`src/sv/cpu_alu_with_flags_defines.svh`:
```
// assertion macros for the cpu_alu_with_flags block
// no dependencies; included by files that carry concurrent checks
`ifndef CPU_ALU_WITH_FLAGS_DEFINES_SVH
`define CPU_ALU_WITH_FLAGS_DEFINES_SVH
`ifndef SYNTH
`define CAWF_ASSERT_IMPLY(lbl, ante, cons) \
   lbl: assert property (@(posedge clock) disable iff (reset) (ante) |-> (cons)) \
      else $error("cawf check failed");
`define CAWF_ASSERT_NEXT(lbl, ante, cons) \
   lbl: assert property (@(posedge clock) disable iff (reset) (ante) |=> (cons)) \
      else $error("cawf check failed");
`else
`define CAWF_ASSERT_IMPLY(lbl, ante, cons)
`define CAWF_ASSERT_NEXT(lbl, ante, cons)
`endif
`endif

```
`src/sv/cawf_pkg.sv`:
```
// shared types, widths and operation codes for the cpu alu with flags
// no dependencies
package cawf_pkg;

   localparam int OP_W   = 5;
   localparam int BYTE_W = 8;
   localparam int WORD_W = 16;
   localparam int BIT_W  = 3;
   localparam int REQ_DATA_W = 48;
   localparam int RSP_DATA_W = 24;

   localparam logic [OP_W-1:0] OP_ADD    = 5'd0;
   localparam logic [OP_W-1:0] OP_ADC    = 5'd1;
   localparam logic [OP_W-1:0] OP_SUB    = 5'd2;
   localparam logic [OP_W-1:0] OP_SBC    = 5'd3;
   localparam logic [OP_W-1:0] OP_AND    = 5'd4;
   localparam logic [OP_W-1:0] OP_XOR    = 5'd5;
   localparam logic [OP_W-1:0] OP_OR     = 5'd6;
   localparam logic [OP_W-1:0] OP_CP     = 5'd7;
   localparam logic [OP_W-1:0] OP_INC    = 5'd8;
   localparam logic [OP_W-1:0] OP_DEC    = 5'd9;
   localparam logic [OP_W-1:0] OP_RLC    = 5'd10;
   localparam logic [OP_W-1:0] OP_RRC    = 5'd11;
   localparam logic [OP_W-1:0] OP_RL     = 5'd12;
   localparam logic [OP_W-1:0] OP_RR     = 5'd13;
   localparam logic [OP_W-1:0] OP_SLA    = 5'd14;
   localparam logic [OP_W-1:0] OP_SRA    = 5'd15;
   localparam logic [OP_W-1:0] OP_SWAP   = 5'd16;
   localparam logic [OP_W-1:0] OP_SRL    = 5'd17;
   localparam logic [OP_W-1:0] OP_BIT    = 5'd18;
   localparam logic [OP_W-1:0] OP_ADD16  = 5'd19;
   localparam logic [OP_W-1:0] OP_ADDSP  = 5'd20;

   typedef struct packed {
      logic             zero_in;
      logic             carry_in;
      logic [BIT_W-1:0] bit_index;
      logic [WORD_W-1:0] operand;
      logic [WORD_W-1:0] reg_value;
      logic [BYTE_W-1:0] acc;
      logic [OP_W-1:0]  operation;
   } cawf_req_type;

   typedef struct packed {
      logic carry;
      logic half;
      logic negative;
      logic zero;
   } cawf_flags_type;

   typedef struct packed {
      cawf_flags_type    flags;
      logic [WORD_W-1:0] result;
   } cawf_rsp_type;

endpackage

```
`src/sv/cpu_alu_with_flags.sv`:
```
// top level of the 8-bit cpu alu with zero, negative, half-carry and carry flags
// depends on cawf_pkg, cawf_alu, cawf_out_reg and cpu_alu_with_flags_defines.svh

// One result leaves for every request, after it passes the request register and
// then the result register. A new request is taken every cycle while the result
// side does not stall; the combinational alu datapath sits between those two
// registers. The request register keeps accepting while a finished result waits
// on the result side, and the block stalls only when both registers are full.
`include "cpu_alu_with_flags_defines.svh"
module cpu_alu_with_flags (
   input  logic        clock,
   input  logic        reset,
   input  logic        req_tvalid,
   output logic        req_tready,
   // acc, reg_value, operand, bit_index, carry_in, zero_in, zero pad
   input  logic [47:0] req_tdata,
   // operation
   input  logic [4:0]  req_tuser,
   output logic        rsp_tvalid,
   input  logic        rsp_tready,
   // result, zero_flag, negative_flag, half_flag, carry_flag, zero pad
   output logic [23:0] rsp_tdata
);
   import cawf_pkg::*;

   logic         s1_valid_ff;
   logic         s1_valid_in;
   cawf_req_type s1_req_ff;
   cawf_req_type req_in;
   cawf_rsp_type alu_rsp;
   cawf_rsp_type out_rsp;
   logic         out_ready;
   logic         s1_advance;
   logic         req_xfer;

   assign req_in = {req_tdata[44:0], req_tuser};

   assign s1_advance  = s1_valid_ff && out_ready;
   assign req_tready  = !s1_valid_ff || out_ready;
   assign req_xfer    = req_tvalid && req_tready;
   assign s1_valid_in = req_xfer || (s1_valid_ff && !out_ready);

   always_ff @(posedge clock) begin
      if (reset) begin
         s1_valid_ff <= 1'b0;
      end else begin
         s1_valid_ff <= s1_valid_in;
      end
   end

   always_ff @(posedge clock) begin
      if (req_xfer) begin
         s1_req_ff <= req_in;
      end
   end

   cawf_alu u_alu (
      .req (s1_req_ff),
      .rsp (alu_rsp)
   );

   cawf_out_reg u_out (
      .clock     (clock),
      .reset     (reset),
      .in_valid  (s1_valid_ff),
      .in_ready  (out_ready),
      .in_data   (alu_rsp),
      .out_valid (rsp_tvalid),
      .out_ready (rsp_tready),
      .out_data  (out_rsp)
   );

   assign rsp_tdata = {{(RSP_DATA_W-WORD_W-4){1'b0}}, out_rsp};

   `CAWF_ASSERT_NEXT(a_req_loads_stage, req_xfer, s1_valid_ff)
   `CAWF_ASSERT_IMPLY(a_full_blocks_req, s1_valid_ff && rsp_tvalid && !rsp_tready, !req_tready)
   `CAWF_ASSERT_NEXT(a_cp_keeps_acc, s1_advance && (s1_req_ff.operation == OP_CP), rsp_tvalid && (rsp_tdata[15:0] == {8'd0, $past(s1_req_ff.acc)}))

endmodule

```
`src/sv/cawf_alu.sv`:
```
// combinational alu datapath: one operation to result and four flags
// depends on cawf_pkg
module cawf_alu (
   input  cawf_pkg::cawf_req_type req,
   output cawf_pkg::cawf_rsp_type rsp
);
   import cawf_pkg::*;

   logic [BYTE_W-1:0] a;
   logic [BYTE_W-1:0] n8;
   logic [BYTE_W-1:0] r8;
   logic              t;
   logic [BYTE_W:0]   sum9;
   logic [4:0]        sum_nib;
   logic [BYTE_W:0]   diff9;
   logic [4:0]        diff_nib;
   logic [WORD_W:0]   sum17;
   logic [12:0]       sum13;
   logic [BYTE_W:0]   sp_byte;
   logic [4:0]        sp_nib;
   logic [WORD_W-1:0] sp_sum;
   logic [BYTE_W-1:0] res8;

   assign a  = req.acc;
   assign n8 = req.operand[BYTE_W-1:0];
   assign r8 = req.reg_value[BYTE_W-1:0];
   assign t  = ((req.operation == OP_ADC) || (req.operation == OP_SBC)) ? req.carry_in : 1'b0;

   assign sum9     = {1'b0, a} + {1'b0, n8} + {{BYTE_W{1'b0}}, t};
   assign sum_nib  = {1'b0, a[3:0]} + {1'b0, n8[3:0]} + {4'd0, t};
   assign diff9    = {1'b0, a} - {1'b0, n8} - {{BYTE_W{1'b0}}, t};
   assign diff_nib = {1'b0, a[3:0]} - {1'b0, n8[3:0]} - {4'd0, t};
   assign sum17    = {1'b0, req.reg_value} + {1'b0, req.operand};
   assign sum13    = {1'b0, req.reg_value[11:0]} + {1'b0, req.operand[11:0]};
   assign sp_byte  = {1'b0, r8} + {1'b0, n8};
   assign sp_nib   = {1'b0, req.reg_value[3:0]} + {1'b0, n8[3:0]};
   assign sp_sum   = req.reg_value + {{(WORD_W-BYTE_W){n8[BYTE_W-1]}}, n8};

   always_comb begin
      rsp.result         = '0;
      rsp.flags.zero     = req.zero_in;
      rsp.flags.negative = 1'b0;
      rsp.flags.half     = 1'b0;
      rsp.flags.carry    = req.carry_in;
      res8               = '0;
      unique case (req.operation)
         OP_ADD, OP_ADC: begin
            res8            = sum9[BYTE_W-1:0];
            rsp.flags.half  = sum_nib[4];
            rsp.flags.carry = sum9[BYTE_W];
            rsp.flags.zero  = (res8 == '0);
            rsp.result      = {8'd0, res8};
         end
         OP_SUB, OP_SBC, OP_CP: begin
            res8               = diff9[BYTE_W-1:0];
            rsp.flags.half     = diff_nib[4];
            rsp.flags.carry    = diff9[BYTE_W];
            rsp.flags.zero     = (res8 == '0);
            rsp.flags.negative = 1'b1;
            rsp.result         = {8'd0, (req.operation == OP_CP) ? a : res8};
         end
         OP_AND: begin
            res8            = a & n8;
            rsp.flags.half  = 1'b1;
            rsp.flags.carry = 1'b0;
            rsp.flags.zero  = (res8 == '0);
            rsp.result      = {8'd0, res8};
         end
         OP_XOR, OP_OR: begin
            res8            = (req.operation == OP_XOR) ? (a ^ n8) : (a | n8);
            rsp.flags.carry = 1'b0;
            rsp.flags.zero  = (res8 == '0);
            rsp.result      = {8'd0, res8};
         end
         OP_INC: begin
            res8           = r8 + 8'd1;
            rsp.flags.half = (r8[3:0] == 4'hf);
            rsp.flags.zero = (res8 == '0);
            rsp.result     = {8'd0, res8};
         end
         OP_DEC: begin
            res8               = r8 - 8'd1;
            rsp.flags.half     = (r8[3:0] == 4'h0);
            rsp.flags.negative = 1'b1;
            rsp.flags.zero     = (res8 == '0);
            rsp.result         = {8'd0, res8};
         end
         OP_RLC, OP_RL, OP_SLA: begin
            rsp.flags.carry = r8[7];
            case (req.operation)
               OP_RLC:  res8 = {r8[6:0], r8[7]};
               OP_RL:   res8 = {r8[6:0], req.carry_in};
               default: res8 = {r8[6:0], 1'b0};
            endcase
            rsp.flags.zero = (res8 == '0);
            rsp.result     = {8'd0, res8};
         end
         OP_RRC, OP_RR, OP_SRA, OP_SRL: begin
            rsp.flags.carry = r8[0];
            case (req.operation)
               OP_RRC:  res8 = {r8[0], r8[7:1]};
               OP_RR:   res8 = {req.carry_in, r8[7:1]};
               OP_SRA:  res8 = {r8[7], r8[7:1]};
               default: res8 = {1'b0, r8[7:1]};
            endcase
            rsp.flags.zero = (res8 == '0);
            rsp.result     = {8'd0, res8};
         end
         OP_SWAP: begin
            res8            = {r8[3:0], r8[7:4]};
            rsp.flags.carry = 1'b0;
            rsp.flags.zero  = (res8 == '0);
            rsp.result      = {8'd0, res8};
         end
         OP_BIT: begin
            rsp.result     = {8'd0, r8};
            rsp.flags.zero = ~r8[req.bit_index];
            rsp.flags.half = 1'b1;
         end
         OP_ADD16: begin
            rsp.result      = sum17[WORD_W-1:0];
            rsp.flags.half  = sum13[12];
            rsp.flags.carry = sum17[WORD_W];
         end
         OP_ADDSP: begin
            rsp.result      = sp_sum;
            rsp.flags.half  = sp_nib[4];
            rsp.flags.carry = sp_byte[BYTE_W];
            rsp.flags.zero  = 1'b0;
         end
         default: begin
            rsp.result = '0;
         end
      endcase
   end

endmodule

```
`src/sv/cawf_out_reg.sv`:
```
// result register on the master side, holds a result while the result side stalls
// depends on cawf_pkg
module cawf_out_reg (
   input  logic                   clock,
   input  logic                   reset,
   input  logic                   in_valid,
   output logic                   in_ready,
   input  cawf_pkg::cawf_rsp_type in_data,
   output logic                   out_valid,
   input  logic                   out_ready,
   output cawf_pkg::cawf_rsp_type out_data
);
   import cawf_pkg::*;

   logic         valid_ff;
   logic         valid_in;
   cawf_rsp_type data_ff;

   assign in_ready = !valid_ff || out_ready;
   assign valid_in = in_valid || (valid_ff && !out_ready);

   always_ff @(posedge clock) begin
      if (reset) begin
         valid_ff <= 1'b0;
      end else begin
         valid_ff <= valid_in;
      end
   end

   always_ff @(posedge clock) begin
      if (in_valid && in_ready) begin
         data_ff <= in_data;
      end
   end

   assign out_valid = valid_ff;
   assign out_data  = data_ff;

endmodule

```
`config.mk`:
```
export PLATFORM = sky130hd
export DESIGN_NAME = cpu_alu_with_flags
export DESIGN_NICKNAME = d
export VERILOG_FILES = /design/src/sv/cawf_pkg.sv /design/src/sv/cpu_alu_with_flags.sv /design/src/sv/cawf_alu.sv /design/src/sv/cawf_out_reg.sv
export VERILOG_INCLUDE_DIRS = /design/src /design/src/sv
export SDC_FILE = /design/constraint.sdc
export NUM_CORES = 1
export LEC_CHECK = 0
export BUFFER_PORTS_ARGS = -buffer_cell sky130_fd_sc_hd__buf_2
export CORE_ASPECT_RATIO = 1.2
export CORE_UTILIZATION = 35
export CTS_CLUSTER_DIAMETER = 150
export DETAILED_ROUTE_END_ITERATION = 10
export GPL_TIMING_DRIVEN = 0
export PLACE_DENSITY_LB_ADDON = 0.2
export SLEW_MARGIN = 10
export SYNTH_ARGS = -nofsm -noshare
export SYNTH_HDL_FRONTEND = slang
export SYNTH_SLANG_ARGS = --single-unit
```
`constraint.sdc`:
```
create_clock -name clock -period 6 [get_ports clock]
set_input_delay 0.9 -clock clock [delete_from_list [all_inputs] [get_ports clock]]
set_output_delay 0.9 -clock clock [all_outputs]
set_load 0.01 [all_outputs]
```
; ---- After elaboration in Yosys (flattened, before gate mapping)
; Cells that the tools add are included.
[op_classes]
addsub = 15
n_lt_le_gt_ge = 1
n_eq_ne = 21
muxes = 14
bitwise = 4
n_reduce_logical = 32
[ops]
columns = op, count
row1 = $pmux W16 S12, 1
row2 = $logic_not A8 Y1, 9
row3 = $eq A5 B4 Y1 const B, 8
row4 = $mux W8, 4
row5 = $eq A5 B5 Y1 const B, 5
row6 = $pmux W8 S3, 1
row7 = $eq A5 B3 Y1 const B, 4
row8 = $add A8 B8 Y9, 2
row9 = $add A16 B16 Y17, 1
row10 = $add A16 B16 Y16, 1
row11 = $pmux W1 S7, 2
row12 = $add A12 B12 Y13, 1
row13 = $reduce_or A4 Y1, 3
row14 = $pmux W1 S11, 1
row15 = $add A4 B4 Y5, 2
row16 = $eq A5 B2 Y1 const B, 2
row17 = $add A9 B1 Y9, 1
row18 = $sub A8 B8 Y9, 1
row19 = $sub A9 B1 Y9, 1
row20 = $add A8 B1 Y8 const B, 1
row21 = $and A8 B8 Y8, 1
row22 = $or A8 B8 Y8, 1
row23 = $sub A8 B1 Y8 const B, 1
row24 = $xor A8 B8 Y8, 1
row25 = other kinds (17), 32
[totals]
ff_bits = 72
input_bits = 57
out_inout_bits = 26
wordCells = 101

; ---- Longest topological paths before layout
; Gate-level depths: netlist of the first run.
[logic_depth]
word_depth = 6
ltp_mapped = 14
ltp_nobuf = 13

; ---- Modules after synthesis
; Synthesis of the first run repeated with hierarchy kept, for this count alone.
[hier_totals]
hier_cells = 615
hier_area_um2 = 6083.3
[by_module_without_submodules]
columns = mod, n_inst, cells_per_inst, area_per_inst_um2, seq_area_each_um2
row1 = cawf_alu, 1, 530, 3837.4, 0.0
row2 = cpu_alu_with_flags, 1, 60, 1590.3, 1521.5
row3 = cawf_out_reg, 1, 25, 655.6, 620.6

; ---- Least setup slack after synthesis of the first run
; OpenSTA, ideal clock, no wires.
[synth_timing]
path_type = reg-to-reg
start = register s1_req_ff[3] (netlist bit)
end = register u_out.data_ff (netlist bit u_out.out_data[16]) (data pin)
arrival_time_ps = 3039
t_required_ps = 5858
path_slack_ps = 2820
path_stages_with_launch = 12
n_path_buf = 1
synth_period_minus_slack_ps = 3180
cell_sequence = edfxtp_1 clkbuf_1 nor2_1 nand3_1 inv_1 fa_1 ha_1 xor2_1 or4_1 or4_1 o31a_1 o21ai_2
[synth_rtl]
columns = element, line_no
row1 = from (decl), cpu_alu_with_flags.sv:28  ; cawf_req_type s1_req_ff;
row2 = from (signal assigned), cpu_alu_with_flags.sv:53  ; s1_req_ff <= req_in;
row3 = to (signal assigned), cawf_out_reg.sv:32  ; data_ff <= in_data;
row4 = to (decl), cawf_out_reg.sv:17  ; cawf_rsp_type data_ff;

==> flow_summary.toml, run 1 <==
[status]
run_status = "finished clean"

[detailed_routing]
avgRoutedWirePerCell_um = 19.9
drc = 0
drt_iter0_drc = 429
vias_per_cell = 5.72
drt_wl_total_um = 18600
ant_nets = 0
route.vias.total = 5338
firstDrtPassIters = 5

[sta]
timing.final.crit_period_ns = 3.63
fmaxAchievable_ghz = 0.275
grt_setup_unrepaired = "false"
timing.setup.tns_ns = 0
slew_headroom_pct = 40.9
final-max-slew-violation-count = 0
worst_slew_pin_slew_ns = 0.885
setup_skew_ns = 0.00845
timing.final.hold_violations = 0
part_of_the_cycle_the_worst_path_needs_pct = 60.5
final-setup-viol-count = 0

[global_route]
global_route_wire_length_before_repair_um = 29200
grt_start_max_net_pins = 38
gr-usage-all-layers_pct = 22.2
grt_pass1_vias = 5198
antenna_found_initial = 0
globalRoute.totalOverflow = 0

[critical_path]
critical-path-slowest-cell = "sky130_fd_sc_hd__or4_1"
critical_path_end_type = "register"
timing.critical_path.from_type = "register"
r2r_slack_ns = 2.37
cp.buffers_inverters = 2
crit_top_cell = "sky130_fd_sc_hd__or4_1"
setup.worst_path.class = "reg2reg"
path_delay_family = "simple AND/OR/NAND/NOR gates"
critPathArrivalTime_ns = 3.84
worst_ep_required_time_ns = 6.21
cpPeakStageDelay_ns = 0.54
crit_fanout = 9
critical_path.cell_chain = "clkbuf_1 > nor2_1 > nand3_1 > inv_1 > fa_1 > ha_1 > xor2_1 > or4_1 > or4_1 > o31a_1 > o21ai_2"

[logic_synthesis]
count_of_flip_flops_with_a_built_in_enable_after_synthesis = 70
asyncSetResetFlopFracSynth_pct = 0
synth_simple_gate_area_share_pct = 16.3
synth-main-ff-cell = "sky130_fd_sc_hd__edfxtp_1"
synth_compound_gate_area_share_pct = 20.4
postSynthRegisterBits = 72
mappedNetlistArea_um2 = 5930
synth_xor_xnor_area_share_pct = 6.64
syn_area_per_cell_um2 = 9.50
synth_area_leader_cell = "sky130_fd_sc_hd__edfxtp_1"
synthDistinctLibCells = 67
post_synth_fa_ha_maj_area_fraction_pct = 14.1
synth_top_area_share_pct = 35.4
combinational_family_with_the_most_area_after_synthesis = "compound AO/OA/AOI/OAI gates"
yosysWarningCount = 0
synth_mux_area_share_pct = 1.62
synth.yosys.seq_area_share_pct = 36.1
number_of_standard_cells_after_synthesis = 625
area_contributors_post_synth = "sky130_fd_sc_hd__edfxtp_1, sky130_fd_sc_hd__ha_1, sky130_fd_sc_hd__a21oi_1, sky130_fd_sc_hd__xor2_1, sky130_fd_sc_hd__xnor2_1"

[clock_network]
path_clk_slew_ns = 0.06
tritoncts = "done"
clock_latency_ns = 0.35
clock_sinks = 72
clock_tree.root_cell = "sky130_fd_sc_hd__clkbuf_16"
cts_setup_buffers = 0
number_of_buffers_inserted_during_clock_tree_synthesis = 9
cts-hold-fix-buffers = 0
cts_htree_levels = 3
cts_buffer_depth = 2
post_cts_resized = 0

[pwr]
vdd_ir_drop_max_v = 0.000165
static-leakage-power_nw = 2.79
powerDensity_nw_per_um2 = 231

[floorplan]
boundary_pins = 83
starting_density_of_the_core_pct = 36.2
die_h_um = 145
placement_rows = 51
core_area_um2 = 16400
die-area_um2 = 17500
die_w_um = 121

[cells_and_area]
final_net_count = 836
mostFrequentLayoutCell = "sky130_fd_sc_hd__buf_2"
multi_input_comb_area_um2 = 3520
fraction_of_final_layout_cells_with_drive_strength_greater_than_1_pct = 15.8
seq_area_um2 = 2140
finish.instance_area_um2 = 6950
fillCellCount = 1588
mostFrequentLayoutCells = "sky130_fd_sc_hd__buf_2, sky130_fd_sc_hd__edfxtp_1, sky130_fd_sc_hd__ha_1"
utilization_pct = 42.4
area_added_between_synthesis_and_finish_pct = 17.1

[placement]
hpwl_um = 14700
buffer_ports.inserted = 75
placed_area_um2 = 6630
finalWeightedCongestion = 0.933

[hold_path]
hp-class = "reg2reg"

[job]
max_cap_viol_count = 0
area by class of cell:
class,count,area share [%]
multi-input cells,487,50.7
flip-flops and latches,72,30.8
repair buffers,77,5.91
well taps,212,3.82
clock buffers,9,3.24
plain buffers,34,2.22
inverters,35,1.89
clock inverters,7,1.35
diodes,1,0.0360
flip-flops by register name (all words and copies together), names as in the netlist:
register / cells
u_out.out_valid: 1
s1_req_ff: 50
u_out.out_data: 20
s1_valid_ff: 1
metrics by stage:
stage	hold slack (ns)	total power, mW	std cells	setup WS [ns]
2_1_floorplan	0.478	0.895	628	2.82
3_3_place_gp	0.490	1.02	915	2.36
3_5_place_dp	0.500	1.03	917	2.36
4_1_cts	0.511	1.61	933	2.33
5_1_grt	0.536	1.68	933	2.07
6_report	0.511	1.61	934	2.37
synth_stat cells (4+ instances only):
| master | n |
|---|---|
| sky130_fd_sc_hd__clkbuf_1 | 24 |
| sky130_fd_sc_hd__and3_1 | 6 |
| sky130_fd_sc_hd__nor3_1 | 22 |
| sky130_fd_sc_hd__nor2_1 | 48 |
| sky130_fd_sc_hd__a31oi_1 | 6 |
| sky130_fd_sc_hd__and4_1 | 4 |
| sky130_fd_sc_hd__mux2i_1 | 4 |
| sky130_fd_sc_hd__edfxtp_1 | 70 |
| sky130_fd_sc_hd__ha_1 | 58 |
| sky130_fd_sc_hd__nor3b_1 | 4 |
| sky130_fd_sc_hd__o211ai_1 | 8 |
| sky130_fd_sc_hd__and2_1 | 4 |
| sky130_fd_sc_hd__nor4_1 | 7 |
| sky130_fd_sc_hd__o21a_1 | 5 |
| sky130_fd_sc_hd__o22ai_1 | 11 |
| sky130_fd_sc_hd__a21oi_1 | 42 |
| sky130_fd_sc_hd__xor2_1 | 24 |
| sky130_fd_sc_hd__nor2b_1 | 7 |
| sky130_fd_sc_hd__inv_1 | 34 |
| sky130_fd_sc_hd__xnor2_1 | 21 |
| sky130_fd_sc_hd__a22oi_1 | 9 |
| sky130_fd_sc_hd__nand3_1 | 15 |
| sky130_fd_sc_hd__nand4_1 | 11 |
| sky130_fd_sc_hd__a21o_1 | 12 |
| sky130_fd_sc_hd__a222oi_1 | 7 |
| sky130_fd_sc_hd__o31ai_1 | 4 |
| sky130_fd_sc_hd__a211oi_1 | 11 |
| sky130_fd_sc_hd__nand2b_1 | 6 |
| sky130_fd_sc_hd__o221ai_1 | 8 |
| sky130_fd_sc_hd__fa_1 | 5 |
| sky130_fd_sc_hd__o21ai_0 | 30 |
| sky130_fd_sc_hd__a221oi_1 | 5 |
| sky130_fd_sc_hd__nand2_1 | 37 |
| sky130_fd_sc_hd__buf_4 | 4 |
where the power goes:
group	internal [mW]	switching, mW	total, mW
Sequential	0.589	0.0272	0.616
Clock	0.364	0.220	0.584
Combinational	0.161	0.246	0.408
kinds of logic (layout without fill, tap and decap cells):
group / after synthesis / in the layout
fa+ha+maj: 64 / 64
mux: 7 / 7
xor+xnor: 45 / 45
other cells: 1 / 5
flops: 72 / 72
compound gates: 180 / 180
buf+inv: 69 / 162
simple gates: 187 / 187
final timing paths:
path,end,cells after the start,from
setup / recovery,u_out.out_data[16],11,s1_req_ff[3]
hold / removal,u_out.out_valid,2,s1_valid_ff
setup reg to reg,u_out.out_data[16],11,s1_req_ff[3]
hold reg to reg,u_out.out_valid,2,s1_valid_ff
per-layer routing:
layer | track usage, % | vias to the layer above | routed length, um
met3 | 3.35 | 46 | 896
met5 | 0 | - | 0
li1 | - | 2555 | -
met1 | 27.7 | 2533 | 7980
met2 | 38.0 | 204 | 9150
met4 | 9.68 | 0 | 602
worst min-delay path: stages, from the launching register on:
cell and delay, ns:
sky130_fd_sc_hd__dfxtp_1 0.33, sky130_fd_sc_hd__nor2_1 0.10, sky130_fd_sc_hd__nor2_1 0.04
No activity file was read; power rests on OpenSTA's default activity.
==> inputs of run 2 (changes only) <==
clock period = 3.02 ns   (was 6 ns; I/O delays follow)
==> flow_summary.toml, run 2 (synthesis results as in run 1) <==
[status]
run_status = "complete, but fails checks"
failing_checks = "negative setup slack"

[sta]
final-max-slew-violation-count = 0
part_of_the_cycle_the_worst_path_needs_pct = 107
timing.final.hold_violations = 0
grt_setup_unrepaired = "true"
fmaxAchievable_ghz = 0.309
setup_skew_ns = 0.00719
final-setup-viol-count = 5
timing.final.crit_period_ns = 3.24
slew_headroom_pct = 51.0
final_ws_setup_ns = -0.216
worst_slew_pin_slew_ns = 0.732

[pwr]
totalPowerFinal_mw = 3.51
powerDensity_nw_per_um2 = 475
vdd_ir_drop_max_v = 0.000253
static-leakage-power_nw = 2.97

[placement]
placed_area_um2 = 6640
buffer_ports.inserted = 75
finalWeightedCongestion = 0.894
hpwl_um = 14900
placed_cells_incl_taps = 917

[global_route]
grt_pass1_vias = 5453
global_route_hottest_layer = "met2"
met1_usage_pct = 28.1
grt_start_max_net_pins = 37
antenna_found_initial = 0
gr-usage-all-layers_pct = 23.0
global_route_wire_length_before_repair_um = 29900
grt_use_met3_pct = 3.79
met2_usage_pct = 39.5
globalRoute.totalOverflow = 0

[cells_and_area]
fraction_of_final_layout_cells_with_drive_strength_greater_than_1_pct = 23.3
mostFrequentLayoutCells = "sky130_fd_sc_hd__buf_2, sky130_fd_sc_hd__edfxtp_1, sky130_fd_sc_hd__ha_1"
registers.top_by_ff_count = "s1_req_ff"
layout.cells.non_filler = 956
num_antenna_cells = 0
area_added_between_synthesis_and_finish_pct = 24.8
final_net_count = 859
mostFrequentLayoutCell = "sky130_fd_sc_hd__buf_2"
largest_register_ffs = 50
fillCellCount = 1541
utilization_pct = 45.2
finish.instance_area_um2 = 7400

[clock_network]
clock_sinks = 72
cts_buffer_depth = 2
cts_htree_levels = 3
clock_latency_ns = 0.35
number_of_buffers_inserted_during_clock_tree_synthesis = 9
cts-hold-fix-buffers = 0
clock_tree.root_cell = "sky130_fd_sc_hd__clkbuf_16"
tritoncts = "done"
path_clk_slew_ns = 0.06

[detailed_routing]
route.vias.total = 5447
drc = 0
firstDrtPassIters = 5
avgRoutedWirePerCell_um = 20.1
ant_nets = 0
vias_per_cell = 5.70
drt_iter0_drc = 485
drt_wl_total_um = 19200

[floorplan]
die_w_um = 121
die-area_um2 = 17500
starting_density_of_the_core_pct = 36.2
boundary_pins = 83
placement_rows = 51
core_area_um2 = 16400
die_h_um = 145

[critical_path]
timing.critical_path.from_type = "register"
critPathArrivalTime_ns = 3.45
crit_fanout = 3
setup.worst_path.class = "reg2reg"
worst_ep_required_time_ns = 3.23
critical_path_end_type = "register"

[job]
max_cap_viol_count = 0

[hold_path]
hp-class = "in2reg"
==> run 2: area by class of cell <==
cell class	count	area [um^2]	share of cell area, %
multi-input combinational	487	3730	50.4
sequential	72	2140	28.9
timing repair buffer	102	621	8.38
tap	212	265	3.58
clock buffer	10	229	3.09
buffer	32	146	1.98
clock inverter	6	138	1.86
inverter	35	134	1.81
==> run 2: path summary, 6_finish.rpt <==
kind	startpoint	endpoint	slack, ns	cells after the start
max reg2reg	s1_req_ff[2]	u_out.out_data[16]	-0.22	11
max	s1_req_ff[2]	u_out.out_data[16]	-0.22	11
min reg2reg	s1_valid_ff	u_out.out_valid	0.53	2
min	reset	s1_valid_ff	0.27	2
==> run 2: stage by stage <==
step                      TNS (ns)  setup slack, ns  hold WS [ns]
after global routing        -0.803           -0.276         0.264
final                       -0.390           -0.216         0.272
after floorplan            -0.0566          -0.0566         0.478
after CTS                   -0.719           -0.278         0.265
after global placement       -2.48           -0.469         0.500
after detailed placement     -2.48           -0.516         0.524
==> run 2: critical path: stages (launching register included) <==
cell	delay [ns]
sky130_fd_sc_hd__edfxtp_1	0.45
sky130_fd_sc_hd__nor2_4	0.18
sky130_fd_sc_hd__nand3_4	0.09
sky130_fd_sc_hd__inv_2	0.07
sky130_fd_sc_hd__fa_2	0.44
sky130_fd_sc_hd__buf_6	0.14
sky130_fd_sc_hd__ha_4	0.24
sky130_fd_sc_hd__xor2_4	0.15
sky130_fd_sc_hd__or4_4	0.49
sky130_fd_sc_hd__or4_4	0.43
sky130_fd_sc_hd__o31a_1	0.30
sky130_fd_sc_hd__o21ai_2	0.12
==> run 2: what timing repair did <==
item                                    in CTS  in global routing
pin swaps                                   18                 22
buffers inserted                            12                 13
endpoints found under the setup margin      11                  9
gates resized for setup                     37                 19
==> run 2: where the power goes <==
part           leakage, nW  internal, mW  switching (mW)
sequential           0.690          1.17          0.0523
clock                0.178         0.897           0.447
combinational         2.10         0.400           0.547
==> run 2: per-layer routing <==
metal | routed length (um) | vias to the layer above
li1 | - | 2588
met1 | 8200 | 2649
met5 | 0 | -
met4 | 688 | 0
met2 | 9550 | 168
met3 | 778 | 42
